**src/sv/swm_pkg.sv**
```systemverilog
package swm_pkg;

	localparam int SAMPLE_W = 32;
	localparam int WLEN_W = 9;
	localparam int DEFAULT_MAX_WINDOW = 256;

	localparam logic signed [SAMPLE_W-1:0] SAMPLE_MAX = {1'b0, {(SAMPLE_W-1){1'b1}}};
	localparam logic [WLEN_W-1:0] WLEN_RESET = WLEN_W'(1);

	typedef enum logic {
		ST_IDLE,
		ST_SCAN
	} swm_state_t;

	// Controls broadcast to every cell of the chain.
	typedef struct packed {
		logic shift;
		logic prop;
	} swm_cell_ctrl_t;

endpackage

```
**src/sv/swm_cell.sv**
```systemverilog
module swm_cell import swm_pkg::*; #(
	parameter int CNT_W = 9,
	parameter int IDX = 0
) (
	input  logic                       clk,
	input  swm_cell_ctrl_t             ctrl,
	input  logic [CNT_W-1:0]           len,
	input  logic signed [SAMPLE_W-1:0] v_in,
	input  logic signed [SAMPLE_W-1:0] m_next,
	output logic signed [SAMPLE_W-1:0] v_out,
	output logic signed [SAMPLE_W-1:0] m_out
);

	logic signed [SAMPLE_W-1:0] v_q;
	logic signed [SAMPLE_W-1:0] m_q;
	logic                       active;

	// Cells beyond the window start at the largest value so they never win.
	assign active = CNT_W'(IDX) < len;

	always_ff @(posedge clk) begin
		if (ctrl.shift) begin
			v_q <= v_in;
			m_q <= active ? v_in : SAMPLE_MAX;
		end else if (ctrl.prop) begin
			if (m_next < m_q) begin
				m_q <= m_next;
			end
		end
	end

	assign v_out = v_q;
	assign m_out = m_q;

endmodule

```
**config.mk**
```make
export PLATFORM = sky130hd
export DESIGN_NAME = swm_cell
export DESIGN_NICKNAME = d
export VERILOG_FILES = /design/src/sv/swm_pkg.sv /design/src/sv/swm_cell.sv
export SDC_FILE = /design/constraint.sdc
export NUM_CORES = 1
export LEC_CHECK = 0
export BUFFER_PORTS_ARGS = -buffer_cell sky130_fd_sc_hd__buf_2
export CAP_MARGIN = 40
export CORE_MARGIN = 2
export CORE_UTILIZATION = 40
export CTS_CLUSTER_DIAMETER = 60
export DETAILED_ROUTE_END_ITERATION = 8
export HOLD_SLACK_MARGIN = 0.02
export PLACE_DENSITY_LB_ADDON = 0.1
export RECOVER_POWER = 100
export SLEW_MARGIN = 20
export SYNTH_ARGS = -nofsm -noshare
export SYNTH_HDL_FRONTEND = slang
export SYNTH_SLANG_ARGS = --single-unit
export TNS_END_PERCENT = 100
```
**constraint.sdc**
```tcl
create_clock -name clk -period 5.3 [get_ports clk]
set_clock_uncertainty 0.15 [all_clocks]
set_input_delay 0.265 -clock clk [delete_from_list [all_inputs] [get_ports clk]]
set_output_delay 0.265 -clock clk [all_outputs]
set_load 0.01 [all_outputs]
```
==> run_results.csv <==
group,metric,value,unit
status,run_status,"finished, violations left",
status,violations,"max-capacitance violations, max-slew violations",
timing,setup-tns-final,0,ns
clock_tree,number_of_buffers_created_by_cts,9,
timing,rsz0062_at_grt,"false",
clock_tree,clk_latency,0.33,ns
synthesis,synth-warning-count,0,
timing,worst_pin_slew,1.71,ns
timing,setup_violations,0,
floorplanning,die-width,92.3,um
clock_tree,root_buffer,"sky130_fd_sc_hd__clkbuf_8",
floorplanning,io_pins,140,
clock_tree,ctsLongestPathBuffers,2,
detailed_routing,drc_errors,0,
worst_setup_path,start_kind,"flop",
cells_and_area,n_antenna_cell,0,
synthesis,synthesis.area,0.00312,mm2
detailed_routing,first_iter_violations,118,
synthesis,dominantRegCellSynth,"sky130_fd_sc_hd__edfxtp_1",
worst_setup_path,path_max_fanout,20,
worst_setup_path,worst_ep_arrival_time,3.54,ns
synthesis,top_post_synthesis_cells_by_area,"sky130_fd_sc_hd__edfxtp_1, sky130_fd_sc_hd__ha_1, sky130_fd_sc_hd__o22a_1",
detailed_routing,drtPass1Iterations,4,
grt,groute.usage.overall,18.3,%
detailed_routing,post_drt_via_cell_ratio,4.85,
timing,fmax,0.267,GHz
floorplanning,std_cell_rows,32,
floorplanning,placeableCoreArea,0.00765,mm2
detailed_routing,detail_route.wirelength,7.55,mm
clock_tree,resize_count_post_cts,0,
grt,antenna_found_initial,0,
grt,wire_length_of_the_first_global_routing_pass,11.8,mm
timing,timing.final.crit_share,70.7,%
synthesis,synth_sequential_area_ratio,61.7,%
cells_and_area,layout_nets,509,
placement,place_inst,461,
synthesis,syn_nets,330,
clock_tree,clock_tree_from_tritoncts,"yes",
floorplanning,dieArea,0.00851,mm2
placement,hpwl_after_dpl,5.47,mm
synthesis,yosys.area.top_type_share,61.7,%
timing,timing_hold_violations_final,0,
synthesis,cell_type_with_the_highest_aggregate_area_in_the_netlist,"sky130_fd_sc_hd__edfxtp_1",
synthesis,ys_seq_elements,64,
run,drv.max_cap_violation_count,2,
timing,slew_headroom,-14.3,%
worst_setup_path,worst_setup_path_end_kind,"flop",
synthesis,synth_cell_types,27,
synthesis,synth_enable_flop_cells,64,
grt,grt_start_max_net_pins,34,
clock_tree,clock_slew_seen_by_the_registers_of_the_worst_setup_and_hold_paths,0.07,ns
detailed_routing,vias,2454,
power,ir_drop,0.125,mV
worst_setup_path,required,5.09,ns
floorplanning,initial_core_util,40.7,%
placement,post-place-ws,2.15,ns
synthesis,async_flop_share,0,%
detailed_routing,drtAntennaViolNets,0,
worst_setup_path,criticalPathCategory,"flop to flop",
power,power.total,1.22,mW
power,power_leakage,1.77,nW
cells_and_area,syn2layout_area_growth,36.6,%
cells_and_area,drive_above_1_share,15.8,%
timing,timing_max_transition_violations_final,68,
timing,final.setup.worst_slack,1.55,ns
worst_hold_path,min-delay-path-class,"input port to flop",
detailed_routing,detail_route.wl_per_cell,14.9,um
cells_and_area,finish.cell_count_without_fillers,506,
placement,port_buffers,139,
placement,place_congestion,0.750,
floorplanning,die-height,92.3,um
synthesis,postSynthAreaPerCell,14.0,um2
synthesis,instance_count_of_the_mapped_netlist,223,
cells_and_area,count_of_filler_cells_inserted_in_the_layout,732,
timing,finalWorstPathRequiredPeriod,3.75,ns
clock_tree,cts.sink_count,64,
clock_tree,clock_tree.htree_level_count,3,
grt,grt.overflow.total,0,
power,power_density,286,mW/mm2
grt,first_global_vias,2449,
==> worst max-delay path, stage by stage (launching register included) <==
cell	delay, ns
sky130_fd_sc_hd__edfxtp_1	0.40
sky130_fd_sc_hd__inv_1	0.07
sky130_fd_sc_hd__ha_1	0.23
sky130_fd_sc_hd__a21oi_1	0.15
sky130_fd_sc_hd__o21ai_0	0.14
sky130_fd_sc_hd__a221oi_1	0.33
sky130_fd_sc_hd__nand4_1	0.21
sky130_fd_sc_hd__o311ai_4	0.66
sky130_fd_sc_hd__clkbuf_1	1.01
==> area by class of cell <==
| class | count | area (um2) | area share (%) |
|---|---|---|---|
| Timing Repair Buffer | 175 | 920 | 21.6 |
| Inverter | 36 | 135 | 3.17 |
| Multi-Input combinational cell | 116 | 1010 | 23.8 |
| Sequential cell | 64 | 1920 | 45.1 |
| Clock buffer | 10 | 128 | 3.00 |
| Clock inverter | 3 | 12.5 | 0.294 |
| Tap cell | 102 | 128 | 3.00 |
==> state kept, by name, indices dropped and copies added, names as in the netlist <==
signal  count
m_out      32
v_out      32
==> what timing repair did <==
action | in CTS | in global routing
endpoints found under the setup margin | 0 | 0
setup buffers | 0 | 0
endpoints found under the hold margin | 32 | 0
hold buffers | 32 | 0
==> path summary, 6_finish.rpt <==
path,from,endpoint,slack [ns],depth (start not counted)
min,m_next[25],m_out[25],0.09,2
max reg2reg,m_out[17],m_out[30],1.55,8
min reg2reg,m_out[31],m_out[17],1.08,5
max,m_out[17],m_out[30],1.55,8
==> cell families after synthesis <==
family	Yosys count	share of synthesized area [%]
adder cells (fa/ha/maj)	31	12.4
AO/OA/AOI/OAI	60	16.1
buffers and inverters	43	5.54
AND/OR/NAND/NOR	25	4.18
flip-flops	64	61.7
==> layout by cell type, fill, tap and decap left out <==
master / instances
sky130_fd_sc_hd__a2111oi_1: 1
sky130_fd_sc_hd__o41ai_1: 1
sky130_fd_sc_hd__edfxtp_1: 64
sky130_fd_sc_hd__nand3_1: 2
sky130_fd_sc_hd__nor2_1: 3
sky130_fd_sc_hd__clkbuf_8: 9
sky130_fd_sc_hd__inv_1: 36
sky130_fd_sc_hd__o311ai_4: 1
sky130_fd_sc_hd__a21oi_1: 12
sky130_fd_sc_hd__clkinv_2: 1
sky130_fd_sc_hd__a21o_1: 1
sky130_fd_sc_hd__clkbuf_2: 1
sky130_fd_sc_hd__a2111oi_4: 1
sky130_fd_sc_hd__a221oi_1: 1
sky130_fd_sc_hd__ha_1: 31
sky130_fd_sc_hd__o22a_2: 1
sky130_fd_sc_hd__a22oi_1: 1
sky130_fd_sc_hd__o311a_1: 1
sky130_fd_sc_hd__nand2b_4: 1
sky130_fd_sc_hd__o21a_1: 1
sky130_fd_sc_hd__clkinv_1: 2
sky130_fd_sc_hd__o2bb2ai_1: 1
sky130_fd_sc_hd__clkbuf_1: 94
sky130_fd_sc_hd__nor3_1: 1
sky130_fd_sc_hd__nand2_1: 9
sky130_fd_sc_hd__dlygate4sd3_1: 32
sky130_fd_sc_hd__o22a_1: 30
sky130_fd_sc_hd__nand4_1: 7
sky130_fd_sc_hd__nor4_1: 2
sky130_fd_sc_hd__o21ai_0: 6
sky130_fd_sc_hd__a211o_1: 1
sky130_fd_sc_hd__buf_2: 49
==> through the flow <==
stage	utilization (%)	cell area [um2]	hold WS, ns
final	55.7	4260	0.0908
after global routing	55.7	4260	0.0845
after CTS	57.6	4400	0.0680
after detailed placement	51.5	3940	0.310
after floorplan	-	3120	0.214
after global placement	51.4	3930	0.310
==> power breakdown <==
group,internal (mW),total [mW],switching (mW),leakage [nW]
combinational,0.105,0.247,0.141,1.07
clock,0.158,0.331,0.173,0.0729
sequential,0.619,0.640,0.0205,0.627
total,0.883,1.22,0.334,1.77
==> synthesized netlist by cell type (2+ instances only) <==
cell type and instances:
sky130_fd_sc_hd__edfxtp_1 64, sky130_fd_sc_hd__inv_1 36, sky130_fd_sc_hd__ha_1 31, sky130_fd_sc_hd__o22a_1 30, sky130_fd_sc_hd__a21oi_1 12, sky130_fd_sc_hd__nand2_1 9, sky130_fd_sc_hd__nand4_1 7, sky130_fd_sc_hd__o21ai_0 6
sky130_fd_sc_hd__clkbuf_1 4, sky130_fd_sc_hd__buf_4 3, sky130_fd_sc_hd__nor2_1 3, sky130_fd_sc_hd__nand3_1 2, sky130_fd_sc_hd__nor4_1 2
==> routing by layer <==
metal | routed length [um] | global-route usage [%]
met5 | 0 | 0
met4 | 82 | 7.84
met3 | 405 | 4.19
met2 | 3690 | 30.5
met1 | 3370 | 22.8
No activity file was read; power rests on OpenSTA's default activity.
